$ cat config.mk
export PLATFORM = sky130hd
export DESIGN_NAME = windowed_burst_averager_flat
export DESIGN_NICKNAME = d
export VERILOG_FILES = /design/src/wba_pkg.sv /design/src/wba_if.sv /design/src/windowed_burst_averager.sv /design/src/wba_front.sv /design/src/wba_queue.sv /design/src/wba_back.sv /design/src/flat_wrapper.sv
export SDC_FILE = /design/constraint.sdc
export NUM_CORES = 1
export LEC_CHECK = 0
export BUFFER_PORTS_ARGS = -buffer_cell sky130_fd_sc_hd__buf_4
export CAP_MARGIN = 20
export CORE_MARGIN = 8
export CORE_UTILIZATION = 25
export DETAILED_ROUTE_END_ITERATION = 10
export PLACE_DENSITY_LB_ADDON = 0.3
export SLEW_MARGIN = 40
export SYNTH_ARGS = -nofsm -noshare
export SYNTH_HDL_FRONTEND = slang
export SYNTH_SLANG_ARGS = --single-unit
$ cat constraint.sdc
create_clock -name clock -period 10.25 [get_ports clock]
set_clock_uncertainty 0.05 [all_clocks]
set_input_delay 0.5125 -clock clock [delete_from_list [all_inputs] [get_ports clock]]
set_output_delay 0.5125 -clock clock [all_outputs]
set_load 0.02 [all_outputs]
$ cat src/wba_pkg.sv
// ----------------------------------------------------------------------------
// wba_pkg: shared types and constants for the windowed burst averager
// Field widths, register codes, the window struct and the queue entry.
// ----------------------------------------------------------------------------
package wba_pkg;

   localparam int BurstLenDefault = 21;
   localparam int SampleW         = 10;
   localparam int WinW            = 11;
   localparam int SumW            = 15;
   localparam int CountW          = 5;
   localparam int MeanW           = 10;
   localparam int QueueDepth      = 2;

   localparam logic signed [WinW-1:0] WindowLowReset  = -11'sd1;
   localparam logic        [WinW-1:0] WindowHighReset = 11'd1024;

   typedef enum logic [0:0] {
      CSR_WINDOW_LOW  = 1'b0,
      CSR_WINDOW_HIGH = 1'b1
   } csr_index_type;

   typedef struct packed {
      logic signed [WinW-1:0] low;
      logic        [WinW-1:0] high;
   } window_type;

   typedef struct packed {
      logic [SumW-1:0]   sum;
      logic [CountW-1:0] count;
   } acc_type;

   typedef enum logic [1:0] {
      ST_IDLE,
      ST_RUN,
      ST_DONE
   } back_state_type;

endpackage

$ cat src/wba_if.sv
// ----------------------------------------------------------------------------
// wba_if: beat channels of the windowed burst averager
// Sample request channel and averaged response channel, valid/ready.
// ----------------------------------------------------------------------------
interface wba_req_if;
   logic                        valid;
   logic                        ready;
   logic [wba_pkg::SampleW-1:0] sample;

   modport source (output valid, output sample, input ready);
   modport sink   (input valid, input sample, output ready);
endinterface

interface wba_rsp_if;
   logic                       valid;
   logic                       ready;
   logic [wba_pkg::MeanW-1:0]  mean_value;
   logic [wba_pkg::CountW-1:0] kept_count;

   modport source (output valid, output mean_value, output kept_count, input ready);
   modport sink   (input valid, input mean_value, input kept_count, output ready);
endinterface

$ cat src/windowed_burst_averager.sv
// The result of a burst passes from the queue through the 15-step serial
// divider and then into the response register.
// Throughput: one sample beat per cycle; the last beat of a burst stalls intake
// while the two-entry queue is full, and the divider takes one total at a time.
// Reset (synchronous, active high) clears burst position, sums, queue and
// response valid, and returns the window to fully open.
// ----------------------------------------------------------------------------
// windowed_burst_averager: top level
// Window registers, sample intake, burst total queue and divider back end.
// ----------------------------------------------------------------------------
module windowed_burst_averager #(
   parameter int BURST_LEN = wba_pkg::BurstLenDefault
) (
   input  logic                   clock,
   input  logic                   reset,
   wba_req_if.sink                req_bus,
   wba_rsp_if.source              rsp_bus,
   input  logic                   csr_wr_en,
   input  wba_pkg::csr_index_type csr_index,
   input  logic [wba_pkg::WinW-1:0] csr_data
);
   import wba_pkg::*;

   window_type window_ff, window_in;
   logic       push_valid;
   acc_type    push_data;
   logic       queue_full;
   logic       pop_valid;
   logic       pop_ready;
   acc_type    pop_data;

   always_comb begin
      window_in = window_ff;
      if (csr_wr_en) begin
         case (csr_index)
            CSR_WINDOW_LOW:  window_in.low  = $signed(csr_data);
            CSR_WINDOW_HIGH: window_in.high = csr_data;
            default: begin
               window_in = window_ff;
            end
         endcase
      end
   end

   always_ff @(posedge clock) begin
      if (reset) begin
         window_ff.low  <= WindowLowReset;
         window_ff.high <= WindowHighReset;
      end else begin
         window_ff <= window_in;
      end
   end

   wba_front #(
      .BURST_LEN (BURST_LEN)
   ) u_front (
      .clock      (clock),
      .reset      (reset),
      .window     (window_ff),
      .req        (req_bus),
      .push_valid (push_valid),
      .push_data  (push_data),
      .queue_full (queue_full)
   );

   wba_queue u_queue (
      .clock      (clock),
      .reset      (reset),
      .push_valid (push_valid),
      .push_data  (push_data),
      .full       (queue_full),
      .pop_ready  (pop_ready),
      .pop_valid  (pop_valid),
      .pop_data   (pop_data)
   );

   wba_back u_back (
      .clock     (clock),
      .reset     (reset),
      .pop_valid (pop_valid),
      .pop_data  (pop_data),
      .pop_ready (pop_ready),
      .rsp       (rsp_bus)
   );

endmodule

$ cat src/wba_front.sv
// ----------------------------------------------------------------------------
// wba_front: sample intake and accumulation
// Tracks burst position, filters samples by the window, sums kept samples
// and pushes the burst total into the queue on the last beat.
// ----------------------------------------------------------------------------
module wba_front #(
   parameter int BURST_LEN = wba_pkg::BurstLenDefault
) (
   input  logic                clock,
   input  logic                reset,
   input  wba_pkg::window_type window,
   wba_req_if.sink             req,
   output logic                push_valid,
   output wba_pkg::acc_type    push_data,
   input  logic                queue_full
);
   import wba_pkg::*;

   localparam int PosW = $clog2(BURST_LEN);
   localparam logic [PosW-1:0] LastPos = PosW'(BURST_LEN - 1);

   logic [PosW-1:0]   pos_ff,   pos_in;
   logic [SumW-1:0]   sum_ff,   sum_in;
   logic [CountW-1:0] count_ff, count_in;

   logic              last;
   logic              fire;
   logic              keep;
   logic [SumW-1:0]   sum_new;
   logic [CountW-1:0] count_new;

   always_comb begin
      last      = (pos_ff == LastPos);
      req.ready = !(last && queue_full);
      fire      = req.valid && req.ready;
      keep      = (pos_ff != '0)
                  && ($signed({2'b00, req.sample}) > $signed({window.low[WinW-1], window.low}))
                  && ({1'b0, req.sample} < window.high);
      sum_new   = sum_ff + (keep ? SumW'(req.sample) : '0);
      count_new = count_ff + CountW'(keep);

      push_valid = fire && last;
      push_data  = '{sum: sum_new, count: count_new};

      pos_in   = pos_ff;
      sum_in   = sum_ff;
      count_in = count_ff;
      if (fire) begin
         if (last) begin
            pos_in   = '0;
            sum_in   = '0;
            count_in = '0;
         end else begin
            pos_in   = pos_ff + PosW'(1);
            sum_in   = sum_new;
            count_in = count_new;
         end
      end
   end

   always_ff @(posedge clock) begin
      if (reset) begin
         pos_ff   <= '0;
         sum_ff   <= '0;
         count_ff <= '0;
      end else begin
         pos_ff   <= pos_in;
         sum_ff   <= sum_in;
         count_ff <= count_in;
      end
   end

endmodule

$ cat src/wba_queue.sv
// ----------------------------------------------------------------------------
// wba_queue: burst total queue
// Short first-in first-out buffer between the intake and the divider.
// ----------------------------------------------------------------------------
module wba_queue (
   input  logic             clock,
   input  logic             reset,
   input  logic             push_valid,
   input  wba_pkg::acc_type push_data,
   output logic             full,
   input  logic             pop_ready,
   output logic             pop_valid,
   output wba_pkg::acc_type pop_data
);
   import wba_pkg::*;

   localparam int PtrW = $clog2(QueueDepth);
   localparam int FillW = $clog2(QueueDepth + 1);

   acc_type            mem_ff [QueueDepth];
   logic [PtrW-1:0]    wr_ptr_ff, wr_ptr_in;
   logic [PtrW-1:0]    rd_ptr_ff, rd_ptr_in;
   logic [FillW-1:0]   fill_ff,   fill_in;
   logic               push;
   logic               pop;

   always_comb begin
      full      = (fill_ff == FillW'(QueueDepth));
      pop_valid = (fill_ff != '0);
      pop_data  = mem_ff[rd_ptr_ff];
      push      = push_valid && !full;
      pop       = pop_valid && pop_ready;

      wr_ptr_in = wr_ptr_ff;
      rd_ptr_in = rd_ptr_ff;
      if (push) begin
         wr_ptr_in = (wr_ptr_ff == PtrW'(QueueDepth - 1)) ? '0 : wr_ptr_ff + PtrW'(1);
      end
      if (pop) begin
         rd_ptr_in = (rd_ptr_ff == PtrW'(QueueDepth - 1)) ? '0 : rd_ptr_ff + PtrW'(1);
      end
      fill_in = fill_ff + FillW'(push) - FillW'(pop);
   end

   always_ff @(posedge clock) begin
      if (push) begin
         mem_ff[wr_ptr_ff] <= push_data;
      end
   end

   always_ff @(posedge clock) begin
      if (reset) begin
         wr_ptr_ff <= '0;
         rd_ptr_ff <= '0;
         fill_ff   <= '0;
      end else begin
         wr_ptr_ff <= wr_ptr_in;
         rd_ptr_ff <= rd_ptr_in;
         fill_ff   <= fill_in;
      end
   end

endmodule

$ cat src/wba_back.sv
// ----------------------------------------------------------------------------
// wba_back: serial divider and response register
// Takes one burst total, divides sum by count one quotient bit per cycle
// and loads the mean into the response register.
// ----------------------------------------------------------------------------
module wba_back (
   input  logic             clock,
   input  logic             reset,
   input  logic             pop_valid,
   input  wba_pkg::acc_type pop_data,
   output logic             pop_ready,
   wba_rsp_if.source        rsp
);
   import wba_pkg::*;

   localparam int StepW = $clog2(SumW);

   back_state_type     state_ff, state_in;
   logic [SumW-1:0]    quo_ff,   quo_in;
   logic [CountW-1:0]  rem_ff,   rem_in;
   logic [CountW-1:0]  div_ff,   div_in;
   logic [StepW-1:0]   step_ff,  step_in;
   logic               out_valid_ff, out_valid_in;
   logic [MeanW-1:0]   out_mean_ff,  out_mean_in;
   logic [CountW-1:0]  out_count_ff, out_count_in;

   logic [CountW:0]    trial;
   logic [CountW:0]    trial_diff;
   logic               trial_ge;
   logic               slot_free;

   always_comb begin
      trial      = {rem_ff, quo_ff[SumW-1]};
      trial_diff = trial - {1'b0, div_ff};
      trial_ge   = (trial >= {1'b0, div_ff});
      slot_free  = !out_valid_ff || rsp.ready;

      state_in     = state_ff;
      quo_in       = quo_ff;
      rem_in       = rem_ff;
      div_in       = div_ff;
      step_in      = step_ff;
      out_mean_in  = out_mean_ff;
      out_count_in = out_count_ff;
      out_valid_in = rsp.ready ? 1'b0 : out_valid_ff;
      pop_ready    = 1'b0;

      case (state_ff)
         ST_IDLE: begin
            pop_ready = 1'b1;
            if (pop_valid) begin
               quo_in   = pop_data.sum;
               div_in   = pop_data.count;
               rem_in   = '0;
               step_in  = '0;
               state_in = ST_RUN;
            end
         end
         ST_RUN: begin
            rem_in  = trial_ge ? trial_diff[CountW-1:0] : trial[CountW-1:0];
            quo_in  = {quo_ff[SumW-2:0], trial_ge};
            step_in = step_ff + StepW'(1);
            if (step_ff == StepW'(SumW - 1)) begin
               state_in = ST_DONE;
            end
         end
         ST_DONE: begin
            if (slot_free) begin
               out_valid_in = 1'b1;
               out_mean_in  = (div_ff == '0) ? '0 : quo_ff[MeanW-1:0];
               out_count_in = div_ff;
               state_in     = ST_IDLE;
            end
         end
         default: begin
            state_in = ST_IDLE;
         end
      endcase

      rsp.valid      = out_valid_ff;
      rsp.mean_value = out_mean_ff;
      rsp.kept_count = out_count_ff;
   end

   always_ff @(posedge clock) begin
      if (reset) begin
         state_ff     <= ST_IDLE;
         out_valid_ff <= 1'b0;
      end else begin
         state_ff     <= state_in;
         out_valid_ff <= out_valid_in;
      end
   end

   always_ff @(posedge clock) begin
      quo_ff       <= quo_in;
      rem_ff       <= rem_in;
      div_ff       <= div_in;
      step_ff      <= step_in;
      out_mean_ff  <= out_mean_in;
      out_count_ff <= out_count_in;
   end

endmodule

$ cat src/flat_wrapper.sv
// flat-port wrapper written by rule: the top's interface ports become plain ports
module windowed_burst_averager_flat import wba_pkg::*;
#(
   parameter int BURST_LEN = wba_pkg::BurstLenDefault
)
  (clock, reset, csr_wr_en, csr_index, csr_data, req_bus_valid, req_bus_sample, req_bus_ready, rsp_bus_valid, rsp_bus_mean_value, rsp_bus_kept_count, rsp_bus_ready);
  wba_req_if req_bus_i ();
  wba_rsp_if rsp_bus_i ();
  input  logic clock;
  input  logic reset;
  input  logic csr_wr_en;
  input  wba_pkg::csr_index_type csr_index;
  input  logic [wba_pkg::WinW-1:0] csr_data;
  input wire logic [$bits(req_bus_i.valid)-1:0] req_bus_valid;
  input wire logic [$bits(req_bus_i.sample)-1:0] req_bus_sample;
  output wire logic [$bits(req_bus_i.ready)-1:0] req_bus_ready;
  output wire logic [$bits(rsp_bus_i.valid)-1:0] rsp_bus_valid;
  output wire logic [$bits(rsp_bus_i.mean_value)-1:0] rsp_bus_mean_value;
  output wire logic [$bits(rsp_bus_i.kept_count)-1:0] rsp_bus_kept_count;
  input wire logic [$bits(rsp_bus_i.ready)-1:0] rsp_bus_ready;
  assign req_bus_i.valid = req_bus_valid;
  assign req_bus_i.sample = req_bus_sample;
  assign req_bus_ready = req_bus_i.ready;
  assign rsp_bus_valid = rsp_bus_i.valid;
  assign rsp_bus_mean_value = rsp_bus_i.mean_value;
  assign rsp_bus_kept_count = rsp_bus_i.kept_count;
  assign rsp_bus_i.ready = rsp_bus_ready;
  windowed_burst_averager #(.BURST_LEN(BURST_LEN)) u_core (.clock(clock), .reset(reset), .req_bus(req_bus_i), .rsp_bus(rsp_bus_i), .csr_wr_en(csr_wr_en), .csr_index(csr_index), .csr_data(csr_data));
endmodule
==> metrics, run 1 <==
Distinct cells, synth 57; ANT cells 0; Post-Syn Nets approximately 650; CTS Buffer Depth 2; fillers approximately 2700; post-synthesis cell area between 6000 and 7000 µm²; I/O Pins 44; HP Class in -> reg; total grt overflow 0; drt via density 4.271; simple-gate share of the synthesized area 0.1499; number of routed nets with antenna violations 0; ys flop type edfxtp_1; Multi-input gate area 2719 µm²; pins over their slew limit 0; critical path data required time 10.35 ns; root buf cell clkbuf_16; leakage power 3.029 nW; Mean Syn Cell Area around 11 µm²; initial core utilization 0.2529; first-pass GRT wire length between 20000 and 25000 µm; Flop pwr share 0.469; Post-synth EDFFs 84; ratio of cells with drive above 1 in the final layout 0.1540; number of global-route vias before repair between 4000 and 5000; Tightest Pin Transition 0.6880 ns; Clock Pin Slew Worst Setup and Hold Paths approximately 0.060 ns; Switch Pwr 0.2934 mW; Total Nets Final around 700; Clock Latency Late Sink 0.41 ns; Setup crit end kind flip-flop; max_cap viols 0; clock share of power 0.466; worst reg2reg startpoint u_core.window_ff[19]; main combinational cell family by area after synthesis simple AND/OR/NAND/NOR gates; post-synthesis sequential area ratio 0.5530; WP data arrival 4.07 ns; combinational power share 0.065; height of the die 177.9 µm; post-CTS setup repair buffer count 0; count of final setup violators 0; H-tree Lvls 4; fraction of synthesized area in multiplexers 0.03456; CTS hold repair buffers 0; die width 177.9 µm; pin count of the biggest net entering global routing 48; DP HPWL 9052 µm; Row Count 59; drt wl/cell 13.02 µm; Hold Crit Start csr_data[9]; Setup TNS 0 ns; CP Class reg -> reg; status complete, no violations; clk sink count roughly 140; Max Freq 251.7 MHz; sw frac 0.2276; TritonCTS clock tree built; Area Growth Syn to Fin 19.67%; DRC viols 0; Adder-Cell Fraction of Synth Area 0.08631; power per cell area roughly 160 nW/µm²; Routed WL 12740 µm; Worst Path Max Fanout 10; DR iter-0 viols 244; commonest cells after routing, fill and taps aside edfxtp_1 (84), nand2_1 (55), dfxtp_1 (54), nor2_1 (50), buf_4 (50); FF+latch area 3625 µm²; Max VDD drop 0.00009136 V; GRT Overall Usage 0.08496; Hold Violations, Final 0; Core Region 25910 µm²; Vias 4177; Tcrit/Tclk final 0.3876; asr flop ratio synth 0; placer's final routability congestion estimate 0.7357; Int Pwr ~1 mW; post-synthesis compound-gate area fraction 0.1077; clock buffer count from CTS 17; most common cell after layout, fill and taps aside edfxtp_1; Final min period 3.973 ns; die area 31650 µm²; Warnings, synthesis 0; synthesized flop and latch total 139; Post-Syn Instances 581; RSZ-0062 raised after global routing no; 1st-pass router iterations 4; Port Buf Inserts 43; CP Launch Type flip-flop; post-layout util 0.3026; Setup crit start u_core.window_ff[19]; initial antenna violation count 0; post-synthesis xor/xnor area fraction 0.03609; Slew HR 0.5404; # resized after CTS 0
==> stage by stage <==
step / instance area (µm²) / hold WS, ns / setup slack [ns] / total power, mW / instances
2_1_floorplan: 6553 / 0.3863 / 6.498 / 0.6717 / 581
3_3_place_gp: 7264 / 0.3933 / 6.109 / 0.6998 / 946
3_5_place_dp: 7266 / 0.3970 / 5.986 / 0.7017 / 946
4_1_cts: 7841 / 0.2363 / 6.274 / 1.311 / 978
5_1_grt: 7841 / 0.2443 / 6.027 / 1.345 / 978
6_report: 7841 / 0.2567 / 6.277 / 1.289 / 978
==> flip-flops by register name, summed over array words and instances, names as in the netlist, named ones only <==
signal and count:
u_core.u_queue.wr_ptr_ff 1, u_core.u_back.rsp.mean_value 10, u_core.u_front.count_ff 5, u_core.u_back.state_ff 2, u_core.u_back.rsp.kept_count 5, u_core.u_back.step_ff 4, u_core.u_back.rem_ff 5, u_core.u_queue.rd_ptr_ff 1
u_core.u_queue.fill_ff 2, u_core.window_ff 22, u_core.u_queue.mem_ff 40, u_core.u_front.sum_ff 15, u_core.u_front.pos_ff 5, u_core.u_back.div_ff 5, u_core.u_back.rsp.valid 1, u_core.u_back.quo_ff 15
==> layer usage <==
layer / GRT usage / part of all wire / up-vias
met5: 0 / 0 / -
met4: 0.02918 / 0.0089 / 0
met3: 0.02638 / 0.040 / 9
met2: 0.1304 / 0.45 / 50
met1: 0.1112 / 0.50 / 1947
li1: - / - / 2171
==> final timing paths <==
path / endpoint / slack, ns / depth (start not counted)
max: u_core.u_queue.mem_ff[1][19] / 6.28 / 13
min reg2reg: u_core.window_ff[9] / 0.40 / 2
min: u_core.window_ff[20] / 0.26 / 2
max reg2reg: u_core.u_queue.mem_ff[1][19] / 6.28 / 13
==> worst max-delay path: stages, from the launching register on <==
cell	delay [ns]
dfxtp_1	0.30
inv_1	0.05
ha_1	0.28
a21o_1	0.18
a211oi_1	0.32
nor4bb_1	0.48
nor3_2	0.16
and2_1	0.22
fa_1	0.46
a211oi_1	0.32
and4bb_1	0.25
a211oi_4	0.36
nor3b_4	0.10
xor2_1	0.16
==> logic make-up after synthesis <==
family                   Yosys count
multiplexers                      22
flip-flops                       139
AO/OA/AOI/OAI                    106
buffers and inverters             54
adder cells (fa/ha/maj)           44
AND/OR/NAND/NOR                  189
XOR/XNOR                          27
==> power by group through the flow <==
stage | Sequential, mW | Clock, mW | Combinational, mW
after floorplan | 0.615 | 0 | 0.0562
after global placement | 0.617 | 0 | 0.0829
after detailed placement | 0.617 | 0 | 0.0846
after CTS | 0.605 | 0.621 | 0.0850
after global routing | 0.606 | 0.644 | 0.0953
final | 0.605 | 0.600 | 0.0839
==> synthesized netlist by cell type, types with 15 or more instances <==
cell	instances	share of area
o21ai_0	22	0.017
mux2i_1	17	0.026
dfxtp_1	55	0.17
edfxtp_1	84	0.38
xnor2_1	15	0.020
nand2_1	55	0.032
clkbuf_1	17	0.0097
ha_1	42	0.080
inv_1	34	0.019
a21oi_1	29	0.022
nor2_1	50	0.029
nor2b_1	20	0.019
==> layout make-up <==
class / instances / area share
tap: 335 / 0.05345
clock inverter: 12 / 0.01771
multi-input combinational: 388 / 0.3467
timing repair buffer: 50 / 0.04787
sequential: 139 / 0.4623
clock buffer: 20 / 0.05569
inverter: 34 / 0.01628
Power figures use the tool's default switching activity.
==> run 2, diff against run 1 <==
--- a/config.mk
+++ b/config.mk
@@ -5,6 +5,7 @@
 export SDC_FILE = /design/constraint.sdc
 export NUM_CORES = 1
 export LEC_CHECK = 0
+export ABC_AREA = 1
 export BUFFER_PORTS_ARGS = -buffer_cell sky130_fd_sc_hd__buf_4
 export CAP_MARGIN = 20
 export CORE_MARGIN = 8
==> constraint.sdc (replaced) <==
create_clock -name clock -period 3.4 [get_ports clock]
set_clock_uncertainty 0.05 [all_clocks]
set_input_delay 0.17 -clock clock [delete_from_list [all_inputs] [get_ports clock]]
set_output_delay 0.17 -clock clock [all_outputs]
set_load 0.02 [all_outputs]
==> metrics, run 2 <==
status complete, no violations; Routed WL 13420 µm (+5.3%); critical path data required time 3.52 ns (-6.83 ns); ANT cells 0 (unchanged); synthesized flop and latch total 139 (unchanged); post-layout util 0.3074 (+0.004734); CP Capture Point u_core.u_queue.mem_ff[0][17]; FF-to-FF End u_core.u_queue.mem_ff[0][17]; Clock Pin Slew Worst Setup and Hold Paths 0.06 ns (about the same); Hold Violations, Final 0 (unchanged); WP data arrival 3.20 ns (-0.87 ns); Multi-input gate area 2676 µm² (-1.6%); placer's final routability congestion estimate 0.7911 (+7.5%); FF+latch area 3625 µm² (unchanged); clk sink count 139 (unchanged); die width 181.2 µm (+1.8%); post-synthesis cell area 6820 µm² (+4.1%); Vias 4844 (+16%); Max VDD drop 0.0003256 V (+260%); design area 8260 µm² (+5.3%); Port Buf Inserts 43 (unchanged); Slew HR 0.5854 (+0.04498); Largest Register u_core.u_queue.mem_ff; power per cell area 653.8 nW/µm² (+300%); total grt overflow 0 (unchanged); Max Freq 324.7 MHz (+29%); RSZ-0062 raised after global routing no; Cells after DPL 1117 (+18%); ratio of cells with drive above 1 in the final layout 0.1401 (-0.01389); synth top area cells edfxtp_1 (37%), dfxtp_1 (16%), nand2_1 (9.2%), ha_1 (7.7%), inv_1 (6.1%); Final min period 3.079 ns (-0.8932 ns); most common cell after layout, fill and taps aside nand2_1; H-tree Lvls 4 (unchanged); clock buffer count from CTS 17 (unchanged); CTS Buffer Depth 2 (unchanged); Total Nets Final 879 (+25%); Post-synth top cells nand2_1 (168), inv_1 (110), edfxtp_1 (84); worst reg2reg startpoint u_core.window_ff[9]; fillers 2829 (+5.2%); Tot Pwr 5.401 mW (+320%); first-pass GRT wire length 22990 µm (+8.7%); commonest cells after routing, fill and taps aside nand2_1 (167), inv_1 (109), edfxtp_1 (84), dfxtp_1 (54), o21ai_0 (52); placed cell area 7518 µm² (+3.5%); Core Region 26880 µm² (+3.7%); drt via density 4.169 (-2.4%); HP Class in -> reg; Setup crit start u_core.window_ff[9]; die area 32820 µm² (+3.7%); Largest register FFs 40 (unchanged); Setup TNS 0 ns (unchanged); CP Launch Type flip-flop; ys flop type edfxtp_1; Yosys top cell area share 0.3698 (-0.01511); Setup crit end kind flip-flop; root buf cell clkbuf_16; Clock Latency Late Sink 0.42 ns (about the same); asr flop ratio synth 0 (unchanged); Worst Path Max Fanout 11 (+1); Area Growth Syn to Fin 21.12%; Warnings, synthesis 0 (unchanged); I/O Pins 44 (unchanged); filler-free cell count of the finished design 1162 (+19%); R2R depth 19 (+6); initial core utilization 0.2538 (+0.0008857); count of final setup violators 0 (unchanged); initial antenna violation count 0 (unchanged); post-synthesis sequential area ratio 0.5313 (-0.02171); Mean Syn Cell Area 9.106 µm² (-19%); leakage power 3.553 nW (+17%); DP HPWL 9670 µm (+6.8%); pin count of the biggest net entering global routing 37 (-23%); drt wl/cell 11.55 µm (-11%); max_cap viols 0 (unchanged); GRT Overall Usage 0.08574 (+0.0007838); count leader, synth nand2_1; TritonCTS clock tree built; DRC viols 0 (unchanged); Post-Syn Instances 749 (+29%); reg2reg setup slack 0.32 ns (-5.96 ns); Distinct cells, synth 37 (-35%); 1st-pass router iterations 4 (unchanged); CP Class reg -> reg; Tcrit/Tclk final 0.9057 (+0.5181); Synth area leader edfxtp_1; Tightest Pin Transition 0.6204 ns (-0.06756 ns); Row Count 60 (+1.7%); number of routed nets with antenna violations 0 (unchanged); pins over their slew limit 0 (unchanged); number of global-route vias before repair 4826 (+13%); Post-synth EDFFs 84 (unchanged); height of the die 181.2 µm (+1.8%); DR iter-0 viols 149 (-39%); Post-Syn Nets 820 (+26%); Top Registers u_core.u_queue.mem_ff (40), u_core.window_ff (22)
-- run 2: cell count changes after synthesis, moves of 11 or more --
| cell | change |
|---|---|
| o21ai_0 | +30 |
| mux2i_1 | -16 |
| a22oi_1 | -11 |
| xnor2_1 | -11 |
| nor2b_1 | -20 |
| nand2_1 | +113 |
| nand3_1 | +20 |
| a21oi_1 | +22 |
| inv_1 | +76 |
-- run 2: kinds of logic (layout without fill, tap and decap cells) --
logic type      after synthesis  count (layout)  share of synthesized area
compound gates              125             125                    0.09961
mux                           6               6                   0.009722
flops                       139             139                     0.5313
xor+xnor                     18              18                    0.02422
fa+ha+maj                    44              44                    0.08292
simple gates                278             278                     0.1730
buf+inv                     139             211                    0.07925
-- run 2: cell type report --
cell class / count / area share
clock buffer: 17 / 0.05150
clock inverter: 15 / 0.02015
inverter: 116 / 0.05271
multi-input combinational: 471 / 0.3240
sequential: 139 / 0.4388
tap: 341 / 0.05165
timing repair buffer: 63 / 0.06119
-- run 2: critical path: stages (launching register included) --
cell and delay [ns]:
dfxtp_1 0.30, inv_1 0.05, ha_1 0.30, nand2_1 0.06, inv_1 0.03, o21ai_0 0.18, nand2_1 0.08, clkinv_1 0.05
nand4_1 0.08, nor2_1 0.12, nand2_2 0.16, nor2_1 0.15, ha_1 0.22, fa_2 0.24, nand2_2 0.06, a21oi_2 0.25
nand3_1 0.14, nand3_1 0.09, nand2_1 0.06, and2_1 0.15
-- run 2: layer usage --
metal	GRT usage	routed length [µm]	up-vias	share of wire
met2	0.1352	5930	77	0.44
met4	0.03608	166	0	0.012
met1	0.1082	6732	2175	0.50
met3	0.02467	588	11	0.044
li1	-	-	2581	-
met5	0	0	-	0
-- run 2: worst min-delay path by stage --
stage / from / end / slack [ns] / cells after the start
4_1_cts: reset / u_core.u_queue.fill_ff[0] / 0.06 / 2
2_1_floorplan: csr_data[0] / u_core.window_ff[11] / 0.25 / 2
3_3_place_gp: csr_data[0] / u_core.window_ff[11] / 0.34 / 3
5_1_grt: reset / u_core.u_front.sum_ff[14] / 0.08 / 2
3_5_place_dp: csr_data[0] / u_core.window_ff[11] / 0.34 / 3
6_report: reset / u_core.u_queue.fill_ff[0] / 0.07 / 2
-- run 2: stage by stage --
step           hold WS (ns)  setup slack (ns)
6_report            0.07343            0.3206
5_1_grt             0.08137          0.006031
4_1_cts             0.06205            0.1711
3_5_place_dp         0.3439            0.1828
3_3_place_gp         0.3429            0.2233
2_1_floorplan        0.2462            0.5405
-- run 2: report_power, final --
part	total [mW]	internal (mW)	switching (mW)	leakage [nW]
registers	2.39	2.20	0.190	1.24
clock network	1.84	1.09	0.751	0.285
logic	1.17	0.444	0.728	2.03
total	5.40	3.73	1.67	3.55
-- run 2: timing repair --
action                                 in CTS  in global routing
buffers inserted                            0                  0
hold buffers                               13                  0
endpoints found under the hold margin      20                  0
setup endpoints to repair                   0                 21
resized for setup                           0                  4
